File: src/sth_pkg.sv
// sth_pkg: word types, action codes and arithmetic constants for the
// sample time-tag history block. No dependencies.
package sth_pkg;

	localparam int TB_W = 9;

	localparam logic [1:0] ACT_ALARM = 2'd0;
	localparam logic [1:0] ACT_TICK  = 2'd1;
	localparam logic [1:0] ACT_QUERY = 2'd2;

	localparam logic [31:0] EPOCH_OFFSET   = 32'd2208988800;
	localparam logic [19:0] MICROS_PER_SEC = 20'd1000000;
	// floor(2^50 / 10^6) and floor(2^51 / 10^6)
	localparam logic [30:0] RECIP_WHOLE    = 31'd1125899906;
	localparam logic [31:0] RECIP_FRAC     = 32'd2251799813;

	typedef struct packed {
		logic [1:0]      action;
		logic [31:0]     micro_time;
		logic [31:0]     rtc_seconds;
		logic [TB_W-1:0] ticks_back;
	} in_word_t;

	typedef struct packed {
		logic        from_query;
		logic [31:0] tag_seconds;
		logic [31:0] tag_fraction;
		logic        date_latched;
	} out_word_t;

	typedef struct packed {
		logic        valid;
		logic [31:0] diff;
		logic [31:0] base;
	} calc_req_t;

	typedef struct packed {
		logic        valid;
		logic [31:0] seconds;
		logic [31:0] fraction;
	} calc_res_t;

endpackage

File: src/sth_tag_calc.sv
// sth_tag_calc: six-stage pipeline turning a microsecond difference and a
// base second count into a 32.32 time tag. Depends on sth_pkg.
module sth_tag_calc
	import sth_pkg::*;
(
	input  logic      clk,
	input  logic      arst_n,
	input  calc_req_t req,
	output calc_res_t res
);

	localparam logic [22:0] RESID_ONE = 23'(MICROS_PER_SEC);
	localparam logic [22:0] RESID_TWO = 23'd2000000;

	logic        v_s1, v_s2, v_s3, v_s4, v_s5, v_s6;
	logic [31:0] diff_s1, diff_s2;
	logic [31:0] base_s1, base_s2, base_s3, base_s4;
	logic [12:0] q_s2, q_s3, whole_s4;
	logic [21:0] rraw_s3;
	logic [19:0] rem_s4;
	logic [31:0] f_s5, f_s6;
	logic [31:0] secs_s5, secs_s6;
	logic [22:0] resid_s6;

	logic [62:0] prod_whole;
	logic [21:0] qm;
	logic        ge_one;
	logic [51:0] prod_frac;
	logic [22:0] fm;

	assign prod_whole = 63'(diff_s1) * 63'(RECIP_WHOLE);
	assign qm         = 22'(q_s2) * 22'(MICROS_PER_SEC);
	assign ge_one     = rraw_s3 >= 22'(MICROS_PER_SEC);
	assign prod_frac  = 52'(rem_s4) * 52'(RECIP_FRAC);
	assign fm         = 23'(f_s5) * 23'(MICROS_PER_SEC);

	always_ff @(posedge clk or negedge arst_n) begin
		if (!arst_n) begin
			v_s1 <= 1'b0;
			v_s2 <= 1'b0;
			v_s3 <= 1'b0;
			v_s4 <= 1'b0;
			v_s5 <= 1'b0;
			v_s6 <= 1'b0;
		end else begin
			v_s1 <= req.valid;
			v_s2 <= v_s1;
			v_s3 <= v_s2;
			v_s4 <= v_s3;
			v_s5 <= v_s4;
			v_s6 <= v_s5;
		end
	end

	always_ff @(posedge clk) begin
		diff_s1  <= req.diff;
		base_s1  <= req.base;
		q_s2     <= prod_whole[62:50];
		diff_s2  <= diff_s1;
		base_s2  <= base_s1;
		rraw_s3  <= diff_s2[21:0] - qm;
		q_s3     <= q_s2;
		base_s3  <= base_s2;
		rem_s4   <= ge_one ? 20'(rraw_s3 - 22'(MICROS_PER_SEC)) : rraw_s3[19:0];
		whole_s4 <= q_s3 + 13'(ge_one);
		base_s4  <= base_s3;
		f_s5     <= prod_frac[50:19];
		secs_s5  <= base_s4 + 32'(whole_s4);
		resid_s6 <= 23'd0 - fm;
		f_s6     <= f_s5;
		secs_s6  <= secs_s5;
	end

	// reciprocal estimate runs up to two low; residual fixes it
	assign res.valid    = v_s6;
	assign res.seconds  = secs_s6;
	assign res.fraction = f_s6 + 32'(resid_s6 >= RESID_ONE) + 32'(resid_s6 >= RESID_TWO);

endmodule

File: config.mk
export PLATFORM = sky130hd
export DESIGN_NAME = sth_tag_calc
export DESIGN_NICKNAME = d
export VERILOG_FILES = /design/src/sth_pkg.sv /design/src/sth_tag_calc.sv
export SDC_FILE = /design/constraint.sdc
export NUM_CORES = 2
export LEC_CHECK = 0
export ABC_CLOCK_PERIOD_IN_PS = 18400
export BUFFER_PORTS_ARGS = -buffer_cell sky130_fd_sc_hd__buf_2
export CORE_ASPECT_RATIO = 1.75
export CORE_UTILIZATION = 69
export DETAILED_ROUTE_END_ITERATION = 8
export GPL_ROUTABILITY_DRIVEN = 0
export PLACE_DENSITY = 0.93
export SLEW_MARGIN = 10
export SYNTH_ARGS = -nofsm -noshare
export SYNTH_HDL_FRONTEND = slang
export SYNTH_SLANG_ARGS = --single-unit
File: constraint.sdc
create_clock -name clk -period 18.4 [get_ports clk]
set_input_delay 4.6 -clock clk [delete_from_list [all_inputs] [get_ports clk]]
set_output_delay 4.6 -clock clk [all_outputs]
set_load 0.01 [all_outputs]
==> results.ini <==
[status]
outcome = finished clean

[cts]
htreeDepth = 2
cts_root_buffer = clkbuf_16
clk_pin_slew_ns = 0.11
cts.path.max_buffers = 3
cts_resized = 0
numCtsBuffers = 38
cts.sinks = 413
cts_hold_buf = 0
postCtsSetupBuffers = 0
cts_tree = built
clkLatencyLatePin_ns = 0.60

[worst_setup_path]
max_stage_delay_ns = 1.09
endpoint = q_s2[10]$_DFF_P_
cp-end-kind = flip-flop
path_class = flip-flop to flip-flop
slowest_stage = a211oi_1
r2r-start = diff_s1[5]$_DFF_P_
critPathTopFamily = adder cells
cp-start-kind = flip-flop
arrival_ns = 9.87
r2r-end = q_s2[10]$_DFF_P_
cp.required_ns = 18.84
rrSetupSlack_ns = 8.97
cp_max_fo = 8
cp_num_buf_inv = 6
cp-startpoint = diff_s1[5]$_DFF_P_
path_depth = 25
reg2reg_depth = 25

[final_layout]
layout_commonest_cell = inv_1
final_util_pct = 75.19
nets = 4921
synthToLayoutAreaGrowth_pct = 7.606
drive_gt1_share_pct = 5.941
final_cell_mix = inv_1 (937), ha_1 (700), fa_1 (597), dfxtp_1 (407), xnor2_1 (137)
final_cell_area_um2 = 40150

[synthesis]
synth_area_leader_cell = fa_1
synth_flop_cell = dfxtp_1
avgSynthCellArea_um2 = 11.02
yosysSeqAreaShare_pct = 22.24
synth_edf_count = 0
async_flop_share_pct = 1.453
synth_cell_type_count = 60
netlist_area_um2 = 37310
synth_cells = 3385
yosysWarnings = 0
syn_nets = 4749
yosysTopAreaCellShare_pct = 32.03
yosys_register_bits = 413
synth.area.top_cells = fa_1 (32%), ha_1 (23%), dfxtp_1 (22%), inv_1 (9.4%), xnor2_1 (3.2%)

[floorplan]
dieArea_um2 = 55040
chipHeight_um = 309.6
start_util_pct = 69.88
fp-row-count = 112
core_area_um2 = 53390
num_io_pins = 132
fp.dieW_um = 177.8

[placement]
hpwl_um = 81820
io_buffers = 131
dpl_worst_slack_ns = 10.01
dpl-instance-area_um2 = 38830

[timing]
fmax_mhz = 106.1
hold_violations = 0
worst_pin_slew_ns = 1.315
drv_slew = 0
period_minus_slack_ns = 9.429
worst_slack_ns = 8.971
setup-violations-final = 0
rsz0062_at_grt = false
tns_ns = 0
post-route-period-util_pct = 51.25
relSlewSlack_pct = 11.78
fin_skew_ns = 0.05312

[detailed_routing]
vias = 26170
drt_pass1_iterations = 7
drcViolationCount = 0
drt_iter0_markers = 2094
ant_nets = 0
wl_um = 107600
routedWlPerCell_um = 25.16
via_per_inst = 6.121

[min_path]
worstHoldPathType = flip-flop to flip-flop

[global_route]
grt_usage_pct = 42.30
grt_overflow = 0
grt_max_degree = 18
grt_pass1_vias = 30150
antenna_found_initial = 16
grt_pass1_wl_um = 168300

[run]
drv_cap = 0

-- layout make-up --
cell class,count,area [um^2]
clock buffers,48,1050
well taps,684,855.8
clock inverters,20,250.2
fillers,2994,13240
inverters,937,3517
flip-flops and latches,413,8298
repair buffers,134,678.2
diodes,6,15.01
multi-input cells,2033,25480
-- state kept, by name (all words and copies together), names as in the netlist, 32 cells and up --
register  cells
base_s1      32
base_s2      32
base_s3      32
base_s4      32
diff_s1      32
f_s5         32
f_s6         32
secs_s5      32
secs_s6      32
-- synth_stat cells (2+ instances only) --
cell,number
inv_1,937
ha_1,700
fa_1,597
dfxtp_1,407
xnor2_1,137
nand2_1,75
a21oi_1,69
nor2_1,65
xor2_1,57
nand3_1,38
o21ai_0,37
a21o_1,30
nor3_1,25
and3_1,24
nand4_1,21
nor2b_1,19
nand2b_1,12
nor4_1,9
or2_2,9
o211ai_1,8
o21a_1,8
and2_1,7
o21bai_1,7
or3_1,7
a21boi_0,6
a31oi_1,6
and4_1,6
dfrtp_1,6
a211o_1,4
a211oi_1,4
a41oi_1,4
o2111ai_1,4
o31ai_1,4
nor3b_1,3
a2111oi_0,2
a221o_1,2
a31o_2,2
mux2i_1,2
nor4bb_1,2
o41a_1,2
o41ai_1,2
-- metal layers --
metal | vias up | global-route usage, % | share of wire [%]
met4 | 16 | 44.62 | 14
met5 | - | 2.174 | 0.22
li1 | 10840 | - | -
met3 | 1062 | 21.94 | 11
met2 | 1779 | 67.01 | 48
met1 | 12470 | 36.21 | 27
-- logic make-up (layout without fill, tap and decap cells) --
group	after synthesis	count (layout)	synth area share, %
other cells	0	6	0
fa+ha+maj	1297	1297	55.51
simple gates	326	326	4.410
mux	2	2	0.05366
buf+inv	939	1139	9.457
xor+xnor	194	194	4.554
compound gates	214	214	3.776
flops	413	413	22.24
-- worst min path at each step --
stage / from / to / slack (ns) / cells after the start
3_3_place_gp: base_s3[16]$_DFF_P_ / base_s4[16]$_DFF_P_ / 0.31 / 0
5_1_grt: diff_s2[3]$_DFF_P_ / rraw_s3[3]$_DFF_P_ / 0.32 / 0
2_1_floorplan: base_s1[0]$_DFF_P_ / base_s2[0]$_DFF_P_ / 0.31 / 0
4_1_cts: secs_s5[13]$_DFF_P_ / secs_s6[13]$_DFF_P_ / 0.32 / 0
6_report: base_s2[2]$_DFF_P_ / base_s3[2]$_DFF_P_ / 0.32 / 0
3_5_place_dp: base_s1[11]$_DFF_P_ / base_s2[11]$_DFF_P_ / 0.31 / 0
-- stage by stage --
stage,instances,hold WS [ns]
floorplan,3385,0.3096
global placement,4201,0.3095
detailed placement,4201,0.3121
CTS,4269,0.3213
global route,4271,0.3239
finish,4275,0.3215
Power is not shown: default switching activity piles up to over one toggle a cycle in this logic, so the estimate is an artifact.
