**config.mk**
```make
export PLATFORM = sky130hd
export DESIGN_NAME = sth_back_mod
export DESIGN_NICKNAME = d
export VERILOG_FILES = /design/src/sth_pkg.sv /design/src/sth_back_mod.sv
export SDC_FILE = /design/constraint.sdc
export NUM_CORES = 1
export LEC_CHECK = 0
export BUFFER_PORTS_ARGS = -buffer_cell sky130_fd_sc_hd__buf_4
export CAP_MARGIN = 20
export CORE_AREA = 2 2 39 41
export CTS_BUF_LIST = sky130_fd_sc_hd__clkbuf_4 sky130_fd_sc_hd__clkbuf_8
export CTS_CLUSTER_DIAMETER = 50
export CTS_CLUSTER_SIZE = 16
export DETAILED_ROUTE_END_ITERATION = 7
export DIE_AREA = 0 0 41 43
export PLACE_DENSITY = 0.55
export SLEW_MARGIN = 20
export SYNTH_ARGS = -nofsm -noshare
export SYNTH_HDL_FRONTEND = slang
export SYNTH_SLANG_ARGS = --single-unit
```
**constraint.sdc**
```tcl
create_clock -name clk -period 0.8 [get_ports clk]
set_input_delay 0.16 -clock clk [delete_from_list [all_inputs] [get_ports clk]]
set_output_delay 0.16 -clock clk [all_outputs]
set_load 0.05 [all_outputs]
```
**src/sth_pkg.sv**
```systemverilog
// sth_pkg: word types, action codes and arithmetic constants for the
// sample time-tag history block. No dependencies.
package sth_pkg;

	localparam int TB_W = 9;

	localparam logic [1:0] ACT_ALARM = 2'd0;
	localparam logic [1:0] ACT_TICK  = 2'd1;
	localparam logic [1:0] ACT_QUERY = 2'd2;

	localparam logic [31:0] EPOCH_OFFSET   = 32'd2208988800;
	localparam logic [19:0] MICROS_PER_SEC = 20'd1000000;
	// floor(2^50 / 10^6) and floor(2^51 / 10^6)
	localparam logic [30:0] RECIP_WHOLE    = 31'd1125899906;
	localparam logic [31:0] RECIP_FRAC     = 32'd2251799813;

	typedef struct packed {
		logic [1:0]      action;
		logic [31:0]     micro_time;
		logic [31:0]     rtc_seconds;
		logic [TB_W-1:0] ticks_back;
	} in_word_t;

	typedef struct packed {
		logic        from_query;
		logic [31:0] tag_seconds;
		logic [31:0] tag_fraction;
		logic        date_latched;
	} out_word_t;

	typedef struct packed {
		logic        valid;
		logic [31:0] diff;
		logic [31:0] base;
	} calc_req_t;

	typedef struct packed {
		logic        valid;
		logic [31:0] seconds;
		logic [31:0] fraction;
	} calc_res_t;

endpackage

```
**src/sth_back_mod.sv**
```systemverilog
// sth_back_mod: reduces the query distance modulo the history depth.
// Registered reciprocal quotient, then remainder, when the depth is neither a power of two nor >= 512.
// Depends on sth_pkg.
module sth_back_mod
	import sth_pkg::*;
#(
	parameter int DEPTH = 512,
	parameter int AW    = 9
) (
	input  logic            clk,
	input  logic            arst_n,
	input  logic            start,
	input  logic [TB_W-1:0] ticks_back,
	output logic            done,
	output logic [AW-1:0]   back
);

	localparam bit DIRECT = (DEPTH >= (1 << TB_W)) || ((DEPTH & (DEPTH - 1)) == 0);

	logic          done_q;
	logic [AW-1:0] back_q;

	generate
		if (DIRECT) begin : g_direct
			logic [TB_W-1:0] masked;
			if (DEPTH >= (1 << TB_W)) begin : g_wide
				assign masked = ticks_back;
			end else begin : g_pow2
				assign masked = ticks_back & TB_W'(DEPTH - 1);
			end

			always_ff @(posedge clk or negedge arst_n) begin
				if (!arst_n) begin
					done_q <= 1'b0;
				end else begin
					done_q <= start;
				end
			end

			always_ff @(posedge clk) begin
				if (start) begin
					back_q <= AW'(masked);
				end
			end
		end else begin : g_recip
			// ceil(2^(TB_W+AW) / DEPTH) gives an exact quotient for any TB_W-bit distance
			localparam int                 SH      = TB_W + AW;
			localparam int                 RECIP_W = TB_W + 2;
			localparam logic [RECIP_W-1:0] RECIP   = RECIP_W'(((1 << SH) + DEPTH - 1) / DEPTH);
			localparam logic [TB_W-1:0]    DEPTH_N = TB_W'(DEPTH);
			logic                     run_q;
			logic [TB_W-1:0]          num_q;
			logic [TB_W-1:0]          quo_q;
			logic [TB_W+RECIP_W-1:0]  prod;
			logic [TB_W-1:0]          rem;

			assign prod = (TB_W+RECIP_W)'(ticks_back) * (TB_W+RECIP_W)'(RECIP);
			assign rem  = num_q - quo_q * DEPTH_N;

			always_ff @(posedge clk or negedge arst_n) begin
				if (!arst_n) begin
					run_q  <= 1'b0;
					done_q <= 1'b0;
				end else begin
					run_q  <= start;
					done_q <= run_q;
				end
			end

			always_ff @(posedge clk) begin
				if (start) begin
					num_q <= ticks_back;
					quo_q <= TB_W'(prod >> SH);
				end
				if (run_q) begin
					back_q <= AW'(rem);
				end
			end
		end
	endgenerate

	assign done = done_q;
	assign back = back_q;

endmodule

```
==> results.py, run 1 <==
metrics = {
    "sta": {
        "tightest_slew_ps": 127,
        "finalCritPeriodShare": 1.23,
        "max_freq_mhz": 1020,
        "slew_violations": 0,
        "relSlewSlack": 0.915,
        "rsz0062_at_grt": "yes",
        "tns_ps": -1590,
        "min_period_ps": 981,
        "holdWs_ps": 75.0,
        "setup_slack_ps": -181,
        "hold_viol": 0,
        "setup_violations": 10,
    },
    "pwr": {
        "p_per_area_nw_per_um2": 2340,
        "p_int_uw": 948,
        "ir_drop_mv": 1.04,
        "seq_power_share": 0.492,
        "pwr-share-comb": 0.212,
        "p_sw_uw": 338,
        "netSwitchingFraction": 0.263,
        "p_leak_nw": 0.236,
        "clockPowerShare": 0.296,
    },
    "clock_network": {
        "cts_tree": "done",
        "clock_path_buffers": 2,
        "path_clk_slew_ps": 70,
        "cts_made_buffers": 3,
        "cts_root_buf": "clkbuf_4",
        "cts_sinks": 10,
        "cts_htree_levels": 1,
    },
    "critical_path": {
        "critPathTopFamily": "flip-flops",
        "worstPathArrival_ps": 820,
        "cp_cell_sequence": "buf_6",
        "crit_buf_inv": 1,
        "path_max_fanout": 1,
        "start_kind": "register",
        "required_ps": 640,
        "slowest_stage": "edfxtp_1",
        "max_stage_delay_ps": 390,
        "path_class": "register to output pin",
        "end_kind": "output pin",
    },
    "floorplanning": {
        "fp.dieH_um": 43,
        "rows": 14,
        "ios": 22,
        "core-area_um2": 1380,
        "start_util": 0.213,
        "die_area_um2": 1760,
        "die_w_um": 41,
    },
    "drt": {
        "viasPerCell": 3.71,
        "drtIter0Drc": 4,
        "drtPass1Iterations": 2,
        "wl_um": 555,
        "wl_per_cell_um": 10.7,
        "antenna_left": 0,
        "drc": 0,
        "vias": 193,
    },
    "synthesis": {
        "synth_top_cell_by_area": "edfxtp_1",
        "yosys-top-cells-area": "edfxtp_1 92%, dfrtp_1 8.5%",
        "yosysSeqAreaShare": 1.00,
        "synth_warnings": 0,
        "syn_area_um2": 295,
        "avgSynthCellArea_um2": 29.5,
        "synth.top_cell.area_share": 0.915,
        "ys_ff_latch": 10,
        "syn-num-nets": 22,
        "synthCells": 10,
        "synth_cell_types": 2,
    },
    "worst_hold_path": {
        "hold_class": "input pin to register",
    },
    "layout": {
        "num_antenna_cells": 0,
        "area_growth_pct": 86.4,
        "final_common_cell": "buf_4",
        "final_nets": 49,
        "layout_common_cells": "11 x buf_4, 10 x buf_6, 9 x edfxtp_1",
        "comb.multi_input.count": 0,
        "multiInputGateArea_um2": 0,
        "drive_above_1_share": 0.694,
    },
    "global_route": {
        "antenna_found_initial": 0,
        "grt_pass1_wl_um": 959,
        "grt_pass1_vias": 223,
        "track_usage": 0.0899,
        "overflow": 0,
        "grt_max_degree": 11,
    },
    "placed_design": {
        "gp_congestion": 0.619,
        "port-buffer-count": 21,
    },
    "flow_run": {
        "maxCapViolCount": 0,
    },
    "status": {
        "violations": "negative setup slack",
        "outcome": "complete, but fails checks",
    },
}
## cell type report
cell class / count / area, um^2
Sequential cell: 10 / 295
Tap cell: 16 / 20.0
Clock buffer: 4 / 30.0
Fill cell: 140 / 833
Timing Repair Buffer: 22 / 205
## logic make-up (layout without fill, tap and decap cells)
kind of cell | after synthesis | after routing | synth area share
buffers and inverters | 0 | 26 | 0
flip-flops | 10 | 10 | 1.00
## sequential cells by signal, indices dropped and copies added (netlist names)
register / count
back: 9
done: 1
## final timing paths
| kind | from | endpoint | depth (start not counted) |
|---|---|---|---|
| worst max-delay path | back[5] | back[5] | 1 |
| max in group asynchronous | arst_n | done | 2 |
| min in group asynchronous | arst_n | done | 2 |
| worst min-delay path | ticks_back[2] | back[2] | 1 |
## through the flow
stage | total power [mW] | std cells | instance area, um^2 | util | setup WS, ps
after global placement | 0.881 | 47 | 473 | 0.342 | 103
final | 1.29 | 52 | 551 | 0.398 | -181
after detailed placement | 0.884 | 47 | 473 | 0.342 | 85.8
after floorplan | 0.776 | 10 | 295 | - | 39.4
after CTS | 1.31 | 52 | 551 | 0.398 | -192
after global routing | 1.35 | 52 | 551 | 0.398 | -229
## cell usage after synthesis (all sizes together)
cell type / n
edfxtp: 9
dfrtp: 1
## layer usage
metal	wire (um)	vias to the layer above	global-route usage
met5	0	-	0
met4	0	0	0.0600
met3	45	0	0.0628
met2	336	10	0.138
met1	173	92	0.0782
li1	-	91	-
## repair_timing
item                                    in CTS  in global routing
cloned                                       0                  0
endpoints found under the hold margin        1                  0
buffers inserted                             0                  0
hold buffers                                 1                  0
gates resized for setup                     10                  0
endpoints found under the setup margin      10                 10
## power groups by stage
| stage | clock [mW] | sequential, mW | combinational [mW] |
|---|---|---|---|
| floorplan | 0 | 0.776 | 0 |
| global placement | 0 | 0.634 | 0.247 |
| detailed placement | 0 | 0.636 | 0.248 |
| CTS | 0.399 | 0.633 | 0.276 |
| global route | 0.431 | 0.638 | 0.283 |
| finish | 0.381 | 0.632 | 0.273 |
Note: power is estimated with default switching activity, not from simulation.
==> run 2, diff against run 1 <==
--- a/config.mk
+++ b/config.mk
@@ -14,4 +14,5 @@
 export DETAILED_ROUTE_END_ITERATION = 7
 export DIE_AREA = 0 0 41 43
+export GPL_ROUTABILITY_DRIVEN = 0
 export PLACE_DENSITY = 0.55
 export SLEW_MARGIN = 20
@@ -19,2 +20,3 @@
 export SYNTH_HDL_FRONTEND = slang
 export SYNTH_SLANG_ARGS = --single-unit
+export TNS_END_PERCENT = 10
==> constraint.sdc (replaced) <==
create_clock -name clk -period 0.8 [get_ports clk]
set_input_delay 0.16 -clock clk [delete_from_list [all_inputs] [get_ports clk]]
set_output_delay 0.16 -clock clk [all_outputs]
set_load 0.1 [all_outputs]
==> results.py, run 2 (same netlist as run 1, synthesis figures left out) <==
metrics = {
    "drt": {
        "drc": 0,
        "wl_um": 555,
        "vias": 193,
        "drtPass1Iterations": 2,
        "antenna_left": 0,
        "wl_per_cell_um": 10.7,
        "drtIter0Drc": 4,
        "viasPerCell": 3.71,
    },
    "status": {
        "outcome": "complete, but fails checks",
        "violations": "negative setup slack",
    },
    "clock_network": {
        "path_clk_slew_ps": 70,
        "cts_root_buf": "clkbuf_4",
        "postCtsSetupBuffers": 0,
        "cts_tree": "done",
        "cts_made_buffers": 3,
        "clock_path_buffers": 2,
        "cts_sinks": 10,
        "cts_htree_levels": 1,
    },
    "global_route": {
        "globalRouteMet2Util": 0.138,
        "track_usage": 0.0909,
        "grt_pass1_vias": 223,
        "gr-usage-met1": 0.0816,
        "use_met3": 0.0628,
        "globalRoute.busiestLayer": "met2",
        "grt_pass1_wl_um": 972,
        "antenna_found_initial": 0,
        "grt_max_degree": 11,
        "overflow": 0,
    },
    "layout": {
        "final_nets": 49,
        "largest_reg_flops": 9,
        "comb.multi_input.count": 0,
        "drive_above_1_share": 0.694,
        "final_cells": 52,
        "layout_common_cells": "11 x buf_4, 9 x edfxtp_1, 9 x buf_6",
        "multiInputGateArea_um2": 0,
        "area_growth_pct": 87.7,
        "final_common_cell": "buf_4",
        "num_antenna_cells": 0,
    },
    "critical_path": {
        "critPathTopFamily": "flip-flops",
        "path_max_fanout": 1,
        "path_class": "register to output pin",
        "crit_buf_inv": 1,
        "start_kind": "register",
        "worstPathArrival_ps": 850,
        "max_stage_delay_ps": 390,
        "required_ps": 640,
        "end_kind": "output pin",
        "slowest_stage": "edfxtp_1",
        "cp_cell_sequence": "buf_6",
    },
    "sta": {
        "min_period_ps": 1010,
        "setup_violations": 10,
        "holdWs_ps": 75.0,
        "rsz0062_at_grt": "yes",
        "relSlewSlack": 0.865,
        "setup_slack_ps": -214,
        "tns_ps": -1930,
        "slew_violations": 0,
        "tightest_slew_ps": 203,
        "hold_viol": 0,
        "max_freq_mhz": 986,
        "finalCritPeriodShare": 1.27,
    },
    "flow_run": {
        "maxCapViolCount": 0,
    },
    "pwr": {
        "clockPowerShare": 0.265,
        "seq_power_share": 0.441,
        "p_per_area_nw_per_um2": 2590,
        "p_leak_nw": 0.237,
        "p_int_uw": 951,
        "ir_drop_mv": 1.06,
        "netSwitchingFraction": 0.338,
        "p_sw_uw": 485,
        "power_mw": 1.44,
        "pwr-share-comb": 0.294,
    },
    "placed_design": {
        "dpl.cell_count": 47,
        "port-buffer-count": 21,
    },
    "floorplanning": {
        "start_util": 0.213,
        "fp.dieH_um": 43,
        "rows": 14,
        "core-area_um2": 1380,
        "die_area_um2": 1760,
        "ios": 22,
        "die_w_um": 41,
    },
    "worst_hold_path": {
        "hold_class": "input pin to register",
    },
}
[run 2: cell counts in the layout (fill, tap and decap cells not counted)]
Identical to the previous run, type by type.
[run 2: power groups by stage]
stage          clock [mW]  sequential (mW)  combinational, mW
2_1_floorplan           0            0.922                  0
3_3_place_gp            0            0.634              0.394
3_5_place_dp            0            0.636              0.395
4_1_cts             0.399            0.633              0.425
5_1_grt             0.431            0.639              0.433
6_report            0.381            0.633              0.422
[run 2: through the flow]
| stage | instance area (um^2) | worst slack [ps] | util |
|---|---|---|---|
| 6_report | 554 | -214 | 0.401 |
| 5_1_grt | 554 | -263 | 0.401 |
| 4_1_cts | 554 | -225 | 0.401 |
| 3_5_place_dp | 473 | 35.6 | 0.342 |
| 3_3_place_gp | 473 | 51.5 | 0.342 |
| 2_1_floorplan | 295 | -264 | - |
[run 2: area by class of cell]
type | instances | area [um^2]
fillers | 140 | 830
flip-flops and latches | 10 | 295
repair buffers | 22 | 209
clock buffers | 4 | 30.0
well taps | 16 | 20.0
[run 2: what timing repair did]
action / in CTS / in global routing
endpoints found under the hold margin: 1 / 0
endpoints found under the setup margin: 10 / 10
hold buffers: 1 / 0
resized for setup: 11 / 0
[run 2: path summary, 6_finish.rpt]
check / start / end / cells after the start
setup / recovery: back[5] / back[5] / 1
hold / removal: ticks_back[2] / back[2] / 1
max in group asynchronous: arst_n / done / 2
min in group asynchronous: arst_n / done / 2
[run 2: layer usage]
metal  wire (um)  vias to the layer above
met5           0                        -
met4           0                        0
met3          45                        0
met2         336                       10
met1         173                       92
li1            -                       91
